--- config.mk ---
export PLATFORM = sky130hd
export DESIGN_NAME = pno_amp_calc
export DESIGN_NICKNAME = d
export VERILOG_FILES = /design/src/hw/rtl/pno_pkg.sv /design/src/hw/rtl/pno_amp_calc.sv
export SDC_FILE = /design/constraint.sdc
export NUM_CORES = 1
export LEC_CHECK = 0
export BUFFER_PORTS_ARGS = -buffer_cell sky130_fd_sc_hd__buf_4
export CAP_MARGIN = 20
export CORE_ASPECT_RATIO = 0.6
export CORE_MARGIN = 2
export CORE_UTILIZATION = 55
export CTS_BUF_LIST = sky130_fd_sc_hd__clkbuf_8
export DETAILED_ROUTE_END_ITERATION = 7
export PLACE_DENSITY = 0.83
export SLEW_MARGIN = 10
export SYNTH_ARGS = -nofsm -noshare
export SYNTH_HDL_FRONTEND = slang
export SYNTH_SLANG_ARGS = --single-unit
--- constraint.sdc ---
create_clock -name clk -period 13.3 [get_ports clk]
set_clock_uncertainty 0.2 [all_clocks]
set_input_delay 1.995 -clock clk [delete_from_list [all_inputs] [get_ports clk]]
set_output_delay 1.995 -clock clk [all_outputs]
set_load 0.03 [all_outputs]
--- src/hw/rtl/pno_pkg.sv ---
// shared types, constants and table builders for the note oscillator
`timescale 1ns / 1ps

package pno_pkg;

  localparam int NUM_VOICES_DEF      = 128;
  localparam int SINE_TABLE_BITS_DEF = 10;
  localparam int SAMPLE_RATE         = 48000;
  localparam logic [15:0] GAIN_RESET = 16'd7864;

  // pi/2 in q2.30
  localparam longint unsigned HALF_PI_Q30 = 64'd1686629713;
  localparam longint unsigned INC_DEN     = 64'(SAMPLE_RATE) * 64'd16;

  // floor(2^30 / 127), used for the note-on amplitude divide
  localparam logic [23:0] RECIP_127 = 24'd8454660;

  // 2^(k/12) in q1.30
  localparam logic [31:0] SEMITONE_Q30 [12] = '{
    32'd1073741824, 32'd1137589836, 32'd1205234447, 32'd1276901417,
    32'd1352829926, 32'd1433273380, 32'd1518500250, 32'd1608794974,
    32'd1704458901, 32'd1805811301, 32'd1913190429, 32'd2026954652
  };

  // taylor denominators (2k)(2k+1)
  localparam longint unsigned TAYLOR_DIV [5] = '{64'd6, 64'd20, 64'd42, 64'd72, 64'd110};

  typedef enum logic [1:0] {
    KIND_NOTE_ON  = 2'd0,
    KIND_NOTE_OFF = 2'd1,
    KIND_TICK     = 2'd2
  } kind_t;

  typedef struct packed {
    logic [15:0] amp;
    logic [31:0] phase;
  } voice_entry_t;

  // per-note phase increment, scaled to 2^32 per turn
  function automatic logic [31:0] note_inc(input int unsigned n);
    int unsigned     e;
    int unsigned     oct6;
    int unsigned     semi;
    longint unsigned num;
    e    = n + 3;
    oct6 = e / 12;
    semi = e % 12;
    num  = (64'd440 * 64'(SEMITONE_Q30[semi])) << oct6;
    return 32'((num + INC_DEN / 2) / INC_DEN);
  endfunction

  // sine of a quarter-wave position in q30
  function automatic longint unsigned quarter_sine(input int unsigned t, input int bits);
    longint unsigned x;
    longint unsigned term;
    longint          sum;
    x    = (64'(t) * HALF_PI_Q30) >> (bits - 2);
    term = x;
    sum  = longint'(x);
    for (int k = 0; k < 5; k++) begin
      term = (term * x) >> 30;
      term = (term * x) >> 30;
      term = term / TAYLOR_DIV[k];
      if (k % 2 == 0) begin
        sum = sum - longint'(term);
      end else begin
        sum = sum + longint'(term);
      end
    end
    if (sum < 0) begin
      sum = 0;
    end
    return longint'(sum);
  endfunction

  // one q1.15 entry of the full sine table
  function automatic logic [15:0] sine_entry(input int unsigned i, input int bits);
    int unsigned     quarter;
    int unsigned     quad;
    int unsigned     r;
    int unsigned     t;
    longint unsigned s;
    longint unsigned v;
    quarter = 1 << (bits - 2);
    quad    = (i >> (bits - 2)) & 3;
    r       = i & (quarter - 1);
    t       = ((quad & 1) != 0) ? (quarter - r) : r;
    s       = quarter_sine(t, bits);
    v       = (s * 64'd32767 + (64'd1 << 29)) >> 30;
    if (v > 64'd32767) begin
      v = 64'd32767;
    end
    if ((quad & 2) != 0) begin
      return 16'(-32'(v));
    end
    return 16'(v);
  endfunction

endpackage

--- src/hw/rtl/pno_amp_calc.sv ---
// note-on amplitude: round(velocity * gain / 127) in three pipeline steps
`timescale 1ns / 1ps

module pno_amp_calc (
  input  logic        clk,
  input  logic        rst,
  input  logic        start,
  input  logic [6:0]  velocity,
  input  logic [15:0] gain,
  output logic        done,
  output logic [15:0] amp
);

  logic        valid1;
  logic        valid2;
  logic [22:0] n1;
  logic [22:0] n2;
  logic [15:0] q2;
  logic [46:0] recip_prod;
  logic [22:0] rem;

  assign recip_prod = 47'(n1) * 47'(pno_pkg::RECIP_127);
  assign rem        = n2 - 23'(q2) * 23'd127;

  always_ff @(posedge clk) begin
    if (rst) begin
      valid1 <= 1'b0;
      valid2 <= 1'b0;
      done   <= 1'b0;
    end else begin
      valid1 <= start;
      valid2 <= valid1;
      done   <= valid2;
    end
  end

  always_ff @(posedge clk) begin
    // product plus half of the divisor
    n1 <= 23'(velocity) * 23'(gain) + 23'd63;
    // reciprocal estimate, at most one low
    n2 <= n1;
    q2 <= recip_prod[45:30];
    // one correction step
    if (rem >= 23'd127) begin
      amp <= q2 + 16'd1;
    end else begin
      amp <= q2;
    end
  end

endmodule

==> run_results.csv <==
group,metric,value,unit
worst_hold_path,hp-start,"n1[6]",
finish,multi_input_area,9420,um2
finish,n_fill_cell,1759,
clock_tree,ctsLongestPathBuffers,2,
routing,ant_nets,0,
finish,finalNetCount,1699,
floorplanning,chipHeight,119,um
critical_path,path_buf_inv,5,
finish,final_util,60.5,%
critical_path,reg2reg_depth,20,
floorplanning,core_area,21200,um2
synthesis,synth_top_family_by_area,"adder cells",
worst_hold_path,holdCritPathClass,"reg2reg",
synthesis,synth-xor-area-share,4.66,%
floorplanning,start_util,56.7,%
synthesis,synth-adder-area-share,50.8,%
clock_tree,post_cts_resized,0,
global_routing,grtUsageTotal,23.3,%
sta,layout_min_cycle_time,6680,ps
synthesis,async_flop_share,0,%
critical_path,worstSetupPathDepth,20,
synthesis,synth_edf_count,0,
routing,drt-total-wl,25900,um
critical_path,cp_top_family,"adder cells",
critical_path,rr_endpoint,"amp[12]",
global_routing,grt_pass1_vias,8912,
clock_tree,cts_max_level,3,
synthesis,synth_compound_area_share,11.2,%
run,drv_cap,0,
floorplanning,num_io_pins,43,
synthesis,syn_nets,1663,
routing,vias_per_cell,5.46,
synthesis,yosysSeqAreaShare,13.5,%
synthesis,yosys.area.top_type,"fa_1",
synthesis,synth-seq-cells,81,
clock_tree,cts_buffers,9,
sta,tns,0,ps
routing,wire_per_inst,16.5,um
critical_path,rrSetupSlack,6620,ps
synthesis,synth.top_cell.area_share,27.3,%
critical_path,start_kind,"flip-flop",
synthesis,synthTopCellsByCount,"246 x inv_1, 226 x ha_1, 164 x fa_1",
floorplanning,die_w,195,um
placement,place_congestion,0.930,
critical_path,cp_max_fo,17,
sta,finalHoldViolations,0,
routing,firstDrtPassIters,6,
placement,dpl.hpwl,22500,um
finish,area_growth,6.64,%
placement,placement.io_buffers,42,
worst_hold_path,holdPathEnd,"n2[6]",
critical_path,arrival,6720,ps
sta,worst_pin_slew,1010,ps
clock_tree,clock_latency,380,ps
floorplanning,die_area,23100,um2
global_routing,grt_start_max_net_pins,18,
sta,period_share,50.2,%
sta,setup_viol,0,
synthesis,synth.mux.area_fraction,0.177,%
global_routing,antenna_found_initial,2,
critical_path,cp_common_cell,"inv_1",
status,status,"complete, no violations",
sta,grt_setup_unrepaired,"no",
clock_tree,cts_setup_buffers,0,
routing,vias,8552,
critical_path,crit_path_end_kind,"flip-flop",
critical_path,cp_cell_sequence,"inv_1, fa_1, inv_1, fa_1, inv_1, fa_1, inv_1, fa_1, inv_1, ha_1, nand2_1, o21ai_0, a21boi_0, o21ai_0, o211ai_1, a2111o_1, a2111oi_4, o2111ai_4, nand4_1, xnor2_1",
sta,max_freq,0.150,GHz
floorplanning,rows,41,
global_routing,grt_first_pass_wirelength,43100,um
synthesis,ys.flop_type,"dfxtp_1",
synthesis,syn_area,12000,um2
global_routing,grt.overflow.total,0,
synthesis,yosysUniqueCellTypes,68,
finish,diodes,0,
routing,drtIter0Drc,472,
clock_tree,cts_tree,"yes",
finish,regArea,1620,um2
critical_path,timing.rr.start,"q2[3]",
clock_tree,cts-hold-fix-buffers,0,
critical_path,slowest_delay,610,ps
synthesis,syn_inst,1247,
sta,slew_headroom,32.3,%
critical_path,critPathRequiredTime,13350,ps
critical_path,cp_slowest_cell,"fa_1",
critical_path,path_class,"reg2reg",
clock_tree,ctsRootBufferMaster,"clkbuf_8",
clock_tree,cts.sinks,81,
synthesis,synth-simple-area-share,11.4,%
routing,route.detailed.drc,0,
synthesis,yosysMostFrequentCell,"inv_1",
synthesis,syn_area_per_cell,9.65,um2
synthesis,synth_area_leaders,"fa_1 27%, ha_1 23%, dfxtp_1 13%, inv_1 7.7%, and2_1 3.8%",
clock_tree,clk_pin_slew,90,ps
worst_hold_path,min_path_cells,0,
sta,drv_slew,0,
finish,drive_above_1_share,6.21,%
synthesis,ys_warn_count,0,
[routing by layer]
layer / global-route usage (%) / share of wire (%) / vias up
met2: 36.5 / 44 / 277
met1: 33.3 / 48 / 4101
met4: 4.20 / 1.2 / 2
met3: 5.28 / 7.0 / 32
met5: 0 / 0.050 / -
li1: - / - / 4140
[area by class of cell]
cell class	count	area share (%)
flip-flops and latches	81	12.6
well taps	279	2.72
clock inverters	6	0.565
clock buffers	10	1.07
inverters	246	7.19
repair buffers	42	2.46
multi-input cells	903	73.4
[per-stage QoR]
step                      std cells  hold slack [ps]  worst slack (ps)  cell area (um2)
after CTS                      1567              166              6600            12800
final                          1567              169              6620            12800
after global placement         1551              156              6520            12600
after global routing           1567              175              6230            12800
after floorplan                1247              137              6640            12000
after detailed placement       1551              152              6430            12600
[worst max-delay path by stage]
stage                startpoint      end  slack (ps)
floorplan           velocity[6]   n1[21]        6640
global placement    velocity[6]   n1[21]        6520
detailed placement  velocity[6]   n1[21]        6430
CTS                       q2[3]  amp[12]        6600
global route              q2[3]  amp[11]        6230
finish                    q2[3]  amp[12]        6620
[cell families after synthesis]
kind of cell,after synthesis
AOI/OAI and AO/OA,190
xor gates and xnor gates,64
adders and majority gates,390
buffers and inverters,263
DFF,81
muxes,2
and+or+nand+nor,257
[registers in the layout (all words and copies together), names as in the netlist]
register	cells
done	1
valid1	1
q2	16
amp	16
n2	23
valid2	1
n1	23
[cells in the final DEF (no fill, tap or decap), drive strengths merged, types with 14 or more instances in the layout]
cell / n
and2: 73
nor2: 25
nor2b: 14
inv: 249
dfxtp: 81
buf: 42
fa: 164
nand3: 17
nand2: 71
xnor2: 49
o21ai: 35
a21oi: 52
ha: 226
a21o: 25
xor2: 15
Power is left out: the tool's default activity adds up to more than one toggle a clock period on the data nets, which glitch-free logic cannot reach.
